===== src/rtl/ptr_pkg.sv =====
// shared types, constants and helpers for the prescaled timer
`default_nettype none

package ptr_pkg;

	localparam int unsigned CYC_W   = 8;   // elapsed cycle count width
	localparam int unsigned CNT_W   = 8;   // timer counter and divider width
	localparam int unsigned PRE_W   = 11;  // prescale count holds 1..1024
	localparam int unsigned ACC_W   = 8;   // divider accumulator stays below 255
	localparam int unsigned CFG_W   = 8;   // widest configuration register
	localparam int unsigned IDX_W   = 2;

	localparam logic [PRE_W-1:0] PERIOD_1024 = PRE_W'(1024);
	localparam logic [PRE_W-1:0] PERIOD_16   = PRE_W'(16);
	localparam logic [PRE_W-1:0] PERIOD_64   = PRE_W'(64);
	localparam logic [PRE_W-1:0] PERIOD_256  = PRE_W'(256);

	localparam logic [CNT_W-1:0]   CNT_MAX   = CNT_W'(8'hFF);
	localparam logic [ACC_W:0]     ACC_LIMIT = (ACC_W+1)'(9'h0FF);

	typedef enum logic [IDX_W-1:0] {
		REG_TIMER_ENABLE = 2'd0,
		REG_RATE_SELECT  = 2'd1,
		REG_RELOAD_VALUE = 2'd2,
		REG_UNUSED       = 2'd3
	} cfg_reg_idx_t;

	typedef struct packed {
		logic             timer_enable;
		logic [1:0]       rate_select;
		logic [CNT_W-1:0] reload_value;
	} cfg_t;

	typedef struct packed {
		logic [CNT_W-1:0] counter_value;
		logic [CNT_W-1:0] divider_value;
		logic             timer_irq;
	} result_t;

	function automatic logic [PRE_W-1:0] period_of(input logic [1:0] rate);
		logic [PRE_W-1:0] p;
		unique case (rate)
			2'd0:    p = PERIOD_1024;
			2'd1:    p = PERIOD_16;
			2'd2:    p = PERIOD_64;
			default: p = PERIOD_256;
		endcase
		return p;
	endfunction

endpackage

`default_nettype wire


===== src/rtl/ptr_core.sv =====
// timer state registers and the per-word step logic
`default_nettype none

module ptr_core (
	input  wire logic                       clk,
	input  wire logic                       arst_n,
	input  wire logic                       step,
	input  wire logic [ptr_pkg::CYC_W-1:0]  cycles,
	input  wire ptr_pkg::cfg_t              cfg,
	output ptr_pkg::result_t                result
);
	import ptr_pkg::*;

	logic [PRE_W-1:0] prescale_q;
	logic [ACC_W-1:0] accum_q;
	logic [CNT_W-1:0] counter_q;
	logic [CNT_W-1:0] divider_q;

	logic [PRE_W-1:0] prescale_nxt;
	logic [ACC_W-1:0] accum_nxt;
	logic [CNT_W-1:0] counter_nxt;
	logic [CNT_W-1:0] divider_nxt;
	logic             irq_nxt;
	logic [ACC_W:0]   accum_sum;
	logic             expired;

	assign expired   = {{(PRE_W-CYC_W){1'b0}}, cycles} >= prescale_q;
	assign accum_sum = {1'b0, accum_q} + {{(ACC_W+1-CYC_W){1'b0}}, cycles};

	always_comb begin
		prescale_nxt = prescale_q;
		counter_nxt  = counter_q;
		irq_nxt      = 1'b0;
		if (cfg.timer_enable) begin
			if (expired) begin
				// reload period; counter advances once, excess dropped
				prescale_nxt = period_of(cfg.rate_select);
				if (counter_q == CNT_MAX) begin
					counter_nxt = cfg.reload_value;
					irq_nxt     = 1'b1;
				end else begin
					counter_nxt = counter_q + CNT_W'(1);
				end
			end else begin
				prescale_nxt = prescale_q - {{(PRE_W-CYC_W){1'b0}}, cycles};
			end
		end
		if (accum_sum >= ACC_LIMIT) begin
			accum_nxt   = '0;
			divider_nxt = divider_q + CNT_W'(1);
		end else begin
			accum_nxt   = accum_sum[ACC_W-1:0];
			divider_nxt = divider_q;
		end
	end

	always_ff @(posedge clk or negedge arst_n) begin
		if (!arst_n) begin
			prescale_q <= PERIOD_1024;
			accum_q    <= '0;
			counter_q  <= '0;
			divider_q  <= '0;
		end else if (step) begin
			prescale_q <= prescale_nxt;
			accum_q    <= accum_nxt;
			counter_q  <= counter_nxt;
			divider_q  <= divider_nxt;
		end
	end

	assign result.counter_value = counter_nxt;
	assign result.divider_value = divider_nxt;
	assign result.timer_irq     = irq_nxt;

endmodule

`default_nettype wire


===== src/rtl/prescaled_timer_with_reload.sv =====
// top level of the prescaled timer with divider and counter reload
//
//  channel | direction | handshake             | word
//  --------+-----------+-----------------------+---------------------------------
//  in      | to block  | in_valid / in_stall   | elapsed_cycles
//  out     | from block| out_valid / out_stall | counter_value, divider_value,
//          |           |                       | timer_irq
//  cfg     | to block  | cfg_write_en          | cfg_index, cfg_data
//
// one word in, one word out; an accepted word goes into the input register,
// then through the step logic into the result register, from which it leaves
// a new word is taken every cycle while the output side keeps moving
// the step logic runs once per word: adds, one subtract, compares
// reset clears the config registers, timer state and both valid flags;
// the prescale count comes up at 1024
// an output stall holds the result register and backs up into in_stall
`default_nettype none

module prescaled_timer_with_reload (
	input  wire logic                       clk,
	input  wire logic                       arst_n,
	// input channel
	input  wire logic                       in_valid,
	output logic                            in_stall,
	input  wire logic [ptr_pkg::CYC_W-1:0]  elapsed_cycles,
	// output channel
	output logic                            out_valid,
	input  wire logic                       out_stall,
	output logic [ptr_pkg::CNT_W-1:0]       counter_value,
	output logic [ptr_pkg::CNT_W-1:0]       divider_value,
	output logic                            timer_irq,
	// configuration write port
	input  wire logic                       cfg_write_en,
	input  wire logic [ptr_pkg::IDX_W-1:0]  cfg_index,
	input  wire logic [ptr_pkg::CFG_W-1:0]  cfg_data
);
	import ptr_pkg::*;

	cfg_t             cfg_q;
	logic             valid_s1;
	logic [CYC_W-1:0] cycles_s1;
	result_t          res_s2;
	logic             valid_s2;
	result_t          res_nxt;
	logic             advance;

	// configuration registers; index beyond the list is dropped
	always_ff @(posedge clk or negedge arst_n) begin
		if (!arst_n) begin
			cfg_q <= '0;
		end else if (cfg_write_en) begin
			unique case (cfg_reg_idx_t'(cfg_index))
				REG_TIMER_ENABLE: cfg_q.timer_enable <= cfg_data[0];
				REG_RATE_SELECT:  cfg_q.rate_select  <= cfg_data[1:0];
				REG_RELOAD_VALUE: cfg_q.reload_value <= cfg_data[CNT_W-1:0];
				default: ;
			endcase
		end
	end

	// word moves from the input register into the result register when
	// the result register is empty or being drained this cycle
	assign advance  = valid_s1 && (!valid_s2 || !out_stall);
	assign in_stall = valid_s1 && !advance;

	always_ff @(posedge clk or negedge arst_n) begin
		if (!arst_n) begin
			valid_s1 <= 1'b0;
		end else if (!in_stall) begin
			valid_s1 <= in_valid;
		end
	end

	always_ff @(posedge clk) begin
		if (!in_stall && in_valid) begin
			cycles_s1 <= elapsed_cycles;
		end
	end

	// state update happens only when the word actually leaves stage one
	ptr_core u_core (
		.clk    (clk),
		.arst_n (arst_n),
		.step   (advance),
		.cycles (cycles_s1),
		.cfg    (cfg_q),
		.result (res_nxt)
	);

	always_ff @(posedge clk or negedge arst_n) begin
		if (!arst_n) begin
			valid_s2 <= 1'b0;
		end else if (advance) begin
			valid_s2 <= 1'b1;
		end else if (!out_stall) begin
			valid_s2 <= 1'b0;
		end
	end

	always_ff @(posedge clk) begin
		if (advance) begin
			res_s2 <= res_nxt;
		end
	end

	assign out_valid     = valid_s2;
	assign counter_value = res_s2.counter_value;
	assign divider_value = res_s2.divider_value;
	assign timer_irq     = res_s2.timer_irq;

endmodule

`default_nettype wire

===== config.mk =====
export PLATFORM = sky130hd
export DESIGN_NAME = prescaled_timer_with_reload
export DESIGN_NICKNAME = d
export VERILOG_FILES = /design/src/rtl/ptr_pkg.sv /design/src/rtl/ptr_core.sv /design/src/rtl/prescaled_timer_with_reload.sv
export SDC_FILE = /design/constraint.sdc
export NUM_CORES = 1
export LEC_CHECK = 0
export BUFFER_PORTS_ARGS = -buffer_cell sky130_fd_sc_hd__buf_2
export CAP_MARGIN = 15
export CORE_MARGIN = 3
export CORE_UTILIZATION = 56
export DETAILED_ROUTE_END_ITERATION = 6
export GPL_ROUTABILITY_DRIVEN = 0
export PLACE_DENSITY = 0.76
export SLEW_MARGIN = 25
export SYNTH_ARGS = -nofsm -noshare
export SYNTH_HDL_FRONTEND = slang
export SYNTH_HIERARCHICAL = 1
export SYNTH_SLANG_ARGS = --single-unit

===== constraint.sdc =====
create_clock -name clk -period 6.4 [get_ports clk]
set_input_delay 0.64 -clock clk [delete_from_list [all_inputs] [get_ports clk]]
set_output_delay 0.64 -clock clk [all_outputs]
set_load 0.02 [all_outputs]

# Yosys cells after proc, flatten, opt, wreduce, memory -nomap -nowiden
# Index checks and enable logic that the tools add are counted.
dict set report classes {
  n_addsub 4
  n_lt_le_gt_ge 2
  n_eq_ne 6
  n_mux 10
  n_reduce_logical 15
}
# cell count
set op_table {}
lappend op_table {{$mux 8} 5}
lappend op_table {{$pmux 11 s3} 1}
lappend op_table {{$add 8x1->8 const B} 2}
lappend op_table {{$ge 8x11->1} 1}
lappend op_table {{$mux 11} 1}
lappend op_table {{$sub 11x8->11} 1}
lappend op_table {{$reduce_and 2->1} 5}
lappend op_table {{$add 8x8->9} 1}
lappend op_table {{$ge 9x8->1 const B} 1}
lappend op_table {{$eq 8x8->1 const B} 1}
lappend op_table {{$eq 2x1->1 const B} 2}
lappend op_table {{$eq 2x2->1 const B} 2}
lappend op_table {{$logic_not 1->1} 4}
lappend op_table {{$logic_not 2->1} 2}
lappend op_table {{$logic_and 1x1->1} 3}
lappend op_table {{$mux 1} 3}
lappend op_table {{$ne 2x1->1 const B} 1}
lappend op_table {{$logic_or 1x1->1} 1}
dict set report word_totals {
  ff_bits 73
  in_bits 23
  output_inout_bits 19
  wordCells 50
}

# Depth between registers and ports, before layout
# Gate-level depths: netlist of run 1.
dict set report depth {
  ltp_word 7
  ltp_mapped 10
  mapped_depth_nobuf 10
}

# Cells and area by module
# The synthesis of run 1 kept the hierarchy.
# mod instances cells_each area_per_inst_um2 seq_area_each_um2
set by_module_without_submodules {}
lappend by_module_without_submodules {ptr_core 1 308 2710.1 877.1}
lappend by_module_without_submodules {prescaled_timer_with_reload 1 58 1271.2 1076.0}

# Worst setup path before layout of run 1
# No wires, ideal clock.
dict set report synth_path {
  path_kind {in2reg}
  startpoint {in out_stall}
  endpoint {reg u_core.prescale_q[9]}
  setup_time_ps 126
  t_arrival_ps 3132
  t_required_ps 6274
  setup_slack_ps 3143
  cell_stages 6
  path_buffers 1
  path_cell_list {a21boi_0 > clkbuf_1 > nand2_1 > a2111oi_0 > xnor2_1 > nor2_1}
}
dict set report synth_via {
  elab_chain_cells 4
}
# element line_no
set synth_rtl {}
lappend synth_rtl {{start, declared} prescaled_timer_with_reload.sv:28} ;# input wire logic out_stall,
lappend synth_rtl {{$logic_not 1->1} n/a}
lappend synth_rtl {{$logic_or 1x1->1} prescaled_timer_with_reload.sv:63} ;# assign advance = valid_s1 && (!valid_s2 || !out_stall);
lappend synth_rtl {{$logic_and 1x1->1} prescaled_timer_with_reload.sv:63}
lappend synth_rtl {{$reduce_and 2->1 (no source line)} n/a}
lappend synth_rtl {{end signal, assigned} ptr_core.sv:64} ;# prescale_q <= prescale_nxt;
lappend synth_rtl {{end, declared} ptr_core.sv:14} ;# logic [PRE_W-1:0] prescale_q;
# No other way between the ends.
# A chain may end at the register's enable or synchronous reset.

# Final worst setup path of run 1
dict set report layout_path {
  startpoint {reg cycles_s1[0]}
  endpoint {reg u_core.divider_q[1]}
}
dict set report layout_via {
  elab_chain_cells 3
}
# element line_no
set layout_rtl {}
lappend layout_rtl {{start, declared} prescaled_timer_with_reload.sv:41} ;# logic [CYC_W-1:0] cycles_s1;
lappend layout_rtl {{start signal, assigned} prescaled_timer_with_reload.sv:76} ;# cycles_s1 <= elapsed_cycles;
lappend layout_rtl {{$add 8x8->9} ptr_core.sv:28} ;# assign accum_sum = {1'b0, accum_q} + {{(ACC_W+1-CYC_W){1'b0}}, cycles};
lappend layout_rtl {{$ge 9x8->1} ptr_core.sv:48} ;# if (accum_sum >= ACC_LIMIT) begin
lappend layout_rtl {{$mux 8} ptr_core.sv:48}
lappend layout_rtl {{end signal, assigned} ptr_core.sv:67} ;# divider_q <= divider_nxt;
lappend layout_rtl {{end, declared} ptr_core.sv:17} ;# logic [CNT_W-1:0] divider_q;
# No other way between the ends.

==> summary.txt, run 1 <==
Logic synthesis
  – Netlist cell types: 57
  – Seq cells post-synth: 73
  – Sequential fraction of the synthesis area: between 40 and 50%
  – Top_reg_cell synth: dfrtp_1
  – Syn Area/Cell: ~11 um^2
  – Post-synth EDFFs: 25
  – Syn Nets: roughly 410
  – Yosys warns: 6
  – Gate Count Post-Synth: 366
  – Ys async rst share: about two thirds
  – Synth Cell Area: ~0.004 mm^2

Die
  – Initial Utilization: approximately three fifths
  – Die area: between 0.008 and 0.009 mm^2
  – Area of the core: between 0.006 and 0.007 mm^2
  – FP Rows: 30
  – Chip Width: approximately 90 um
  – Die height: 90.32 um
  – Ports: 42

Place
  – Placed insts: roughly 500
  – IO buf count: 41
  – Hpwl dp: around 5300 um
  – Setup WS pre-CTS: ~3.2 ns
  – Dpl cell area: 0.004267 mm^2

CTS
  – CTS clk-pin slew, worst paths: approximately 0.080 ns
  – CTS resizes: 0
  – Clock root cell: clkbuf_8
  – Post-CTS Setup Inserts: 0
  – CTS tree: yes
  – Bufs on Longest Clock Path: 2
  – Clk Latency, worst-skew pair: between 0.3 and 0.4 ns
  – H-tree Lvls: 3
  – # hold bufs at CTS: 0
  – Num CTS Buffers: 9
  – Clock sink total: 73

Global route
  – Vias in the first global route: roughly 2.8k
  – Initial antenna violation count: 0
  – Largest net degree at the start of global routing: 49
  – Tot GR Track Use: between 20% and 30%
  – GR Overflow Total: 0
  – Global-route wire length before repair: roughly 13,000 um

Critical path
  – R2r startpoint: cycles_s1[0]
  – CP endpoint kind: register
  – Reg2Reg Setup Slack: between 3 and 4 ns
  – Worst-path fanout max: 23
  – CP max-delay cell: o31ai_4
  – CP Data Arrival Time: around 3.6 ns
  – FF-to-FF path depth: 8
  – Setup Crit Path Kind: reg -> reg
  – Critical path launch point type: register
  – Sequence of cells on the critical path: ha_1 -> fa_1 -> a21o_1 -> a2111oi_2 -> o311ai_1 -> o31ai_4 -> nand2_1 -> mux2_1
  – CP required: 6.63 ns
  – R2r endpoint: u_core/divider_q[1]
  – CP peak stage delay: 0.76 ns

Outcome
  – Run status: completed

Min path
  – Hold Crit Class: in -> async

STA
  – Final Skew: 0.009331 ns
  – Worst rel slew slack: about 40%
  – Unrepaired setup endpoints after global routing: no
  – Worst-Margin Slew: 0.9031 ns
  – Max Freq: approximately 0.30 GHz
  – Post-layout min period: approximately 3.4 ns
  – Fin. max-slew vios: 0
  – Total negative slack: 0 ns
  – Final Cycle Share: a little over half
  – Setup slack after layout: between 3 and 4 ns
  – Final hold vios: 0
  – Final setup viols: 0

Routing
  – 1st-iter DRT viols: between 200 and 300
  – Iteration count of the initial detailed-routing pass: 5
  – Routed Wire Length: around 7700 um
  – Avg WL per Cell: 15.17 um
  – Via count: ~3k
  – Vias per Instance: between 5 and 6
  – Final ANT Viol Nets: 0
  – Remaining DRCs: 0

Finish
  – Final non-filler cell area: between 0.004 and 0.005 mm^2
  – Layout cells sized above 1: between 20% and 30%
  – # fillers: about 560
  – Final non-filler cell total: approximately 500
  – Final nets: 450
  – Synthesis-to-layout area growth: 12.07%
  – Antenna Diode Count: 0

Pwr
  – LEAKAGE: 1.973 nW
  – Power density over the cells: between 400 and 500 mW/mm^2
  – Max VDD drop: about 0.22 mV

Job
  – Max cap viols: 0
[worst max path at each step]
stage / from / end / cells past startpoint
4_1_cts: cycles_s1[0] / u_core/divider_q[1] / 8
3_5_place_dp: cycles_s1[0] / u_core/divider_q[1] / 8
3_3_place_gp: cycles_s1[0] / u_core/divider_q[1] / 8
2_1_floorplan: out_stall / u_core/prescale_q[9] / 6
5_1_grt: cycles_s1[0] / u_core/divider_q[1] / 8
6_report: cycles_s1[0] / u_core/divider_q[1] / 8
[area by class of cell]
class	instances	area [um^2]	share of cell area (%)
Clock inverter	6	67.56	1.514
Sequential cell	73	1953	43.77
Inverter	23	86.33	1.935
Clock buffer	10	127.6	2.860
Tap cell	96	120.1	2.692
Multi-Input combinational cell	258	1892	42.40
Timing Repair Buffer	42	215.2	4.823
[synth_stat cells (2+ instances only)]
master | n | area, um^2
nand2b_1 | 5 | 31.28
dfrtp_1 | 47 | 1176
a21o_1 | 7 | 52.55
nor3b_1 | 2 | 15.01
nand3_1 | 20 | 100.1
mux2_2 | 18 | 202.7
or3_1 | 4 | 25.02
a2111oi_2 | 3 | 45.04
nor2_1 | 10 | 37.54
nand2_1 | 29 | 108.9
buf_2 | 4 | 20.02
a21oi_1 | 17 | 85.08
nor2b_1 | 2 | 12.51
o22ai_1 | 9 | 56.30
clkbuf_1 | 6 | 22.52
and2_1 | 6 | 37.54
xor2_1 | 4 | 35.03
xnor2_1 | 20 | 175.2
a211oi_1 | 2 | 15.01
ha_1 | 18 | 225.2
nand4_1 | 4 | 25.02
and3_1 | 16 | 100.1
fa_1 | 2 | 40.04
a21boi_0 | 3 | 22.52
o211ai_1 | 3 | 22.52
o21ai_0 | 14 | 70.07
inv_1 | 23 | 86.33
edfxtp_1 | 25 | 750.7
o31ai_1 | 8 | 60.06
a31oi_1 | 8 | 50.05
[layout by cell type, fill, tap and decap left out, drive strengths merged, types with 2 or more instances in the layout]
cell,n
clkbuf,10
o211ai,3
inv,24
xnor2,20
a21o,7
nand3,20
nand2,29
nor2b,2
clkinv,2
a21boi,3
or3,4
nand2b,5
o31ai,9
nand3b,2
clkinvlp,2
a21oi,17
mux2,19
o21ai,15
a2111oi,4
a211oi,2
nor2,11
buf,42
edfxtp,25
fa,2
o22ai,9
and3,16
a31oi,8
nor3b,2
dfrtp,47
and2,6
ha,18
xor2,4
nand4,5
[flip-flops by register name, summed over array words and instances, names as in the netlist]
register and flops:
u_core/divider_q 8, u_core/counter_q 8, cfg_q 11, divider_value 8, valid_s1 1, u_core/accum_q 8
counter_value 8, u_core/prescale_q 11, timer_irq 1, cycles_s1 8, out_valid 1
[through the flow]
step                      hold slack, ns  total power, mW  util, %
final                             0.2937            1.794    65.31
after global routing              0.3458            1.922    65.31
after CTS                         0.3144            1.797    65.31
after detailed placement          0.4798            1.432    62.45
after global placement            0.4641            1.410    62.42
after floorplan                   0.3444            1.280        -
[kinds of logic after synthesis]
kind of cell,count (synthesis),synth area share [%]
compound gates,88,15.46
xor+xnor,24,5.280
fa+ha+maj,20,6.663
buf+inv,35,3.708
flops,73,49.06
mux,19,5.374
simple gates,107,14.46
[worst max-delay path, delay by kind of cell (launching register included)]
kind | cells | cell delay (ns)
compound gates | 4 | 1.55
mux | 1 | 0.36
flops | 1 | 0.40
fa+ha+maj | 2 | 0.70
simple gates | 1 | 0.21
[power by group]
group | internal (mW) | total [mW] | switching (mW)
Clock | 0.181 | 0.353 | 0.172
Combinational | 0.312 | 0.733 | 0.422
Sequential | 0.615 | 0.708 | 0.0934
[routing by layer]
| metal | up-vias | GRT usage, % | routed length, um |
|---|---|---|---|
| met4 | 0 | 8.291 | 85 |
| li1 | 1432 | - | - |
| met1 | 1395 | 28.52 | 3572 |
| met5 | - | 0 | 0 |
| met3 | 8 | 3.167 | 400 |
| met2 | 91 | 31.67 | 3650 |
(Power assumes the default switching activity.)
==> inputs of run 2 (changes only) <==
--- a/config.mk
+++ b/config.mk
@@ -8,7 +8,7 @@
 export BUFFER_PORTS_ARGS = -buffer_cell sky130_fd_sc_hd__buf_2
 export CAP_MARGIN = 15
 export CORE_MARGIN = 3
-export CORE_UTILIZATION = 56
+export CORE_UTILIZATION = 53
 export DETAILED_ROUTE_END_ITERATION = 6
 export GPL_ROUTABILITY_DRIVEN = 0
 export PLACE_DENSITY = 0.76
==> constraint.sdc (replaced) <==
create_clock -name clk -period 2.9 [get_ports clk]
set_input_delay 0.29 -clock clk [delete_from_list [all_inputs] [get_ports clk]]
set_output_delay 0.29 -clock clk [all_outputs]
set_load 0.02 [all_outputs]
==> run 2 against run 1 <==
Effect of this change: die area is 5.3% higher; global-route usage fell by 0.53 points; wire length is 2.6% higher.
==> summary.txt, run 2 (synthesis results as in run 1) <==
Outcome
  – Run status: completed

Finish
  – Utilization of the core after routing: 66.36% (+1.1 points)
  – # fillers: 550 (-2.3%)
  – Antenna Diode Count: 0 (unchanged)
  – Final non-filler cell area: 0.004658 mm^2 (+4.4%)
  – Most frequent cells in the layout: 47 x dfrtp_1, 41 x buf_2, 29 x nand2_1
  – Final non-filler cell total: 521 (+2.6%)
  – Top Registers: cfg_q (11), u_core/prescale_q (11)
  – Layout cells sized above 1: 23.76% (+2.9 points)
  – Final nets: 463 (+2.9%)
  – Leading cell type in the layout, fill and taps excluded: dfrtp_1
  – Synthesis-to-layout area growth: 17.00%

Place
  – Setup WS pre-CTS: -0.002507 ns (-3.159 ns)
  – Dpl cell area: 0.004339 mm^2 (+1.7%)
  – Hpwl dp: 5613 um (+5.6%)
  – IO buf count: 41 (unchanged)
  – Placed insts: 502 (+2.0%)

Critical path
  – CP required: 3.00 ns (-3.63 ns)
  – Setup Crit Path Kind: reg -> reg
  – CP peak stage delay: 0.40 ns (-0.36 ns)
  – CP Data Arrival Time: 2.92 ns (-0.66 ns)
  – CP endpoint kind: register
  – Sequence of cells on the critical path: ha_2 -> fa_2 -> a21o_1 -> a2111oi_4 -> o311ai_2 -> o31ai_4 -> buf_4 -> mux2_2
  – CP max-delay cell: edfxtp_1
  – Critical path launch point type: register
  – Worst-path fanout max: 5 (-78%)

STA
  – Setup slack after layout: 0.07479 ns (-2.973 ns)
  – Worst rel slew slack: 57.53% (+18 points)
  – Final Cycle Share: 97.42% (+45 points)
  – Post-layout min period: 2.825 ns (-0.5271 ns)
  – Max Freq: 0.3540 GHz (+19%)
  – Final setup viols: 0 (unchanged)
  – Final Skew: 0.01012 ns (+0.0007926 ns)
  – Worst-Margin Slew: 0.6210 ns (-0.2821 ns)
  – Final hold vios: 0 (unchanged)
  – Fin. max-slew vios: 0 (unchanged)

Job
  – Max cap viols: 0 (unchanged)

Die
  – Die area: 0.008588 mm^2 (+5.3%)
  – Chip Width: 92.67 um (+2.6%)
  – FP Rows: 30 (unchanged)
  – Area of the core: 0.007019 mm^2 (+2.7%)
  – Ports: 42 (unchanged)
  – Die height: 92.67 um (+2.6%)
  – Initial Utilization: 56.72% (-1.6 points)

CTS
  – Num CTS Buffers: 9 (unchanged)
  – Clock sink total: 73 (unchanged)
  – Clock root cell: clkbuf_8
  – Clk Latency, worst-skew pair: 0.35 ns (about the same)
  – Bufs on Longest Clock Path: 2 (unchanged)
  – CTS clk-pin slew, worst paths: 0.08 ns (about the same)
  – H-tree Lvls: 3 (unchanged)
  – CTS tree: yes

Pwr
  – Sw power: 1.563 mW (+130%)
  – Max VDD drop: 0.4082 mV (+84%)
  – Total chip power: 4.372 mW (+140%)
  – Reg power frac: 35.8% (-3.7 points)
  – Clock power frac: 24.0% (+4.3 points)
  – Switch share: 35.75% (-2.5 points)
  – Combinational Power Share: 40.3% (-0.6 points)
  – Int Pwr: 2.809 mW (+150%)
  – Power density over the cells: 938.5 mW/mm^2 (+130%)
  – LEAKAGE: 2.077 nW (+5.3%)

Min path
  – Hold Crit Class: in -> reg

Global route
  – Initial antenna violation count: 0 (unchanged)
  – GR Overflow Total: 0 (unchanged)
  – Largest net degree at the start of global routing: 40 (-18%)
  – Tot GR Track Use: 19.77% (-0.53 points)
  – Global-route wire length before repair: 13,420 um (+0.62%)
  – Vias in the first global route: 2,844 (+1.8%)

Routing
  – Vias per Instance: 5.722 (-0.66%)
  – Avg WL per Cell: 15.18 um (about the same)
  – Routed Wire Length: 7911 um (+2.6%)
  – Iteration count of the initial detailed-routing pass: 5 (unchanged)
  – Final ANT Viol Nets: 0 (unchanged)
  – 1st-iter DRT viols: 148 (-44%)
  – Via count: 2,981 (+1.9%)
  – Remaining DRCs: 0 (unchanged)
==> run 2: power by group through the flow <==
stage / sequential [mW] / combinational [mW] / clock, mW
after floorplan: 1.58 / 1.25 / 0
after global placement: 1.57 / 1.61 / 0
after detailed placement: 1.57 / 1.66 / 0
after CTS: 1.56 / 1.68 / 1.07
after global routing: 1.60 / 1.97 / 1.13
final: 1.56 / 1.76 / 1.05
==> run 2: area by class of cell <==
type	count	area (um^2)	share of cell area, %
flip-flops and latches	73	1953	41.93
multi-input cells	258	1917	41.15
repair buffers	55	316.6	6.796
clock inverters	6	137.6	2.955
clock buffers	10	127.6	2.740
well taps	96	120.1	2.579
inverters	23	86.33	1.853
==> run 2: final timing paths <==
path,start,to,slack [ns],cells after the start
min,elapsed_cycles[2],cycles_s1[2],0.12,1
min in group asynchronous,arst_n,u_core/accum_q[7],0.45,2
max,cycles_s1[0],divider_value[1],0.07,8
max in group asynchronous,arst_n,u_core/counter_q[7],1.68,3
min reg2reg,u_core/prescale_q[0],u_core/prescale_q[0],0.49,2
max reg2reg,cycles_s1[0],divider_value[1],0.07,8
==> run 2: layer usage <==
metal  vias to the layer above  global-route usage (%)  wire [um]
li1                       1454                       -          -
met1                      1417                   27.30       3662
met2                        91                   29.49       3681
met3                        19                   4.305        361
met4                         0                   9.890        206
met5                         -                       0          0
==> run 2: what timing repair did <==
| action | 4_1_cts | 5_1_grt |
|---|---|---|
| endpoints found under the setup margin | 1 | 14 |
| resized for setup | 0 | 5 |
| hold buffers | 1 | 0 |
| endpoints found under the hold margin | 20 | 0 |
| pin swaps | 1 | 1 |
| buffers inserted | 1 | 1 |
==> run 2: worst max-delay path: cells and delay by family (launching register included) <==
kind	cells	cell delay, ns
fa+ha+maj	2	0.58
flops	1	0.40
buf+inv	1	0.18
mux	1	0.33
compound gates	4	1.09
==> run 2: stage by stage <==
| step | TNS (ns) | hold slack [ns] |
|---|---|---|
| after floorplan | 0 | -0.005591 |
| after global placement | 0 | 0.2957 |
| after detailed placement | -0.002507 | 0.3011 |
| after CTS | 0 | 0.1011 |
| after global routing | -0.007270 | 0.08916 |
| final | 0 | 0.1173 |
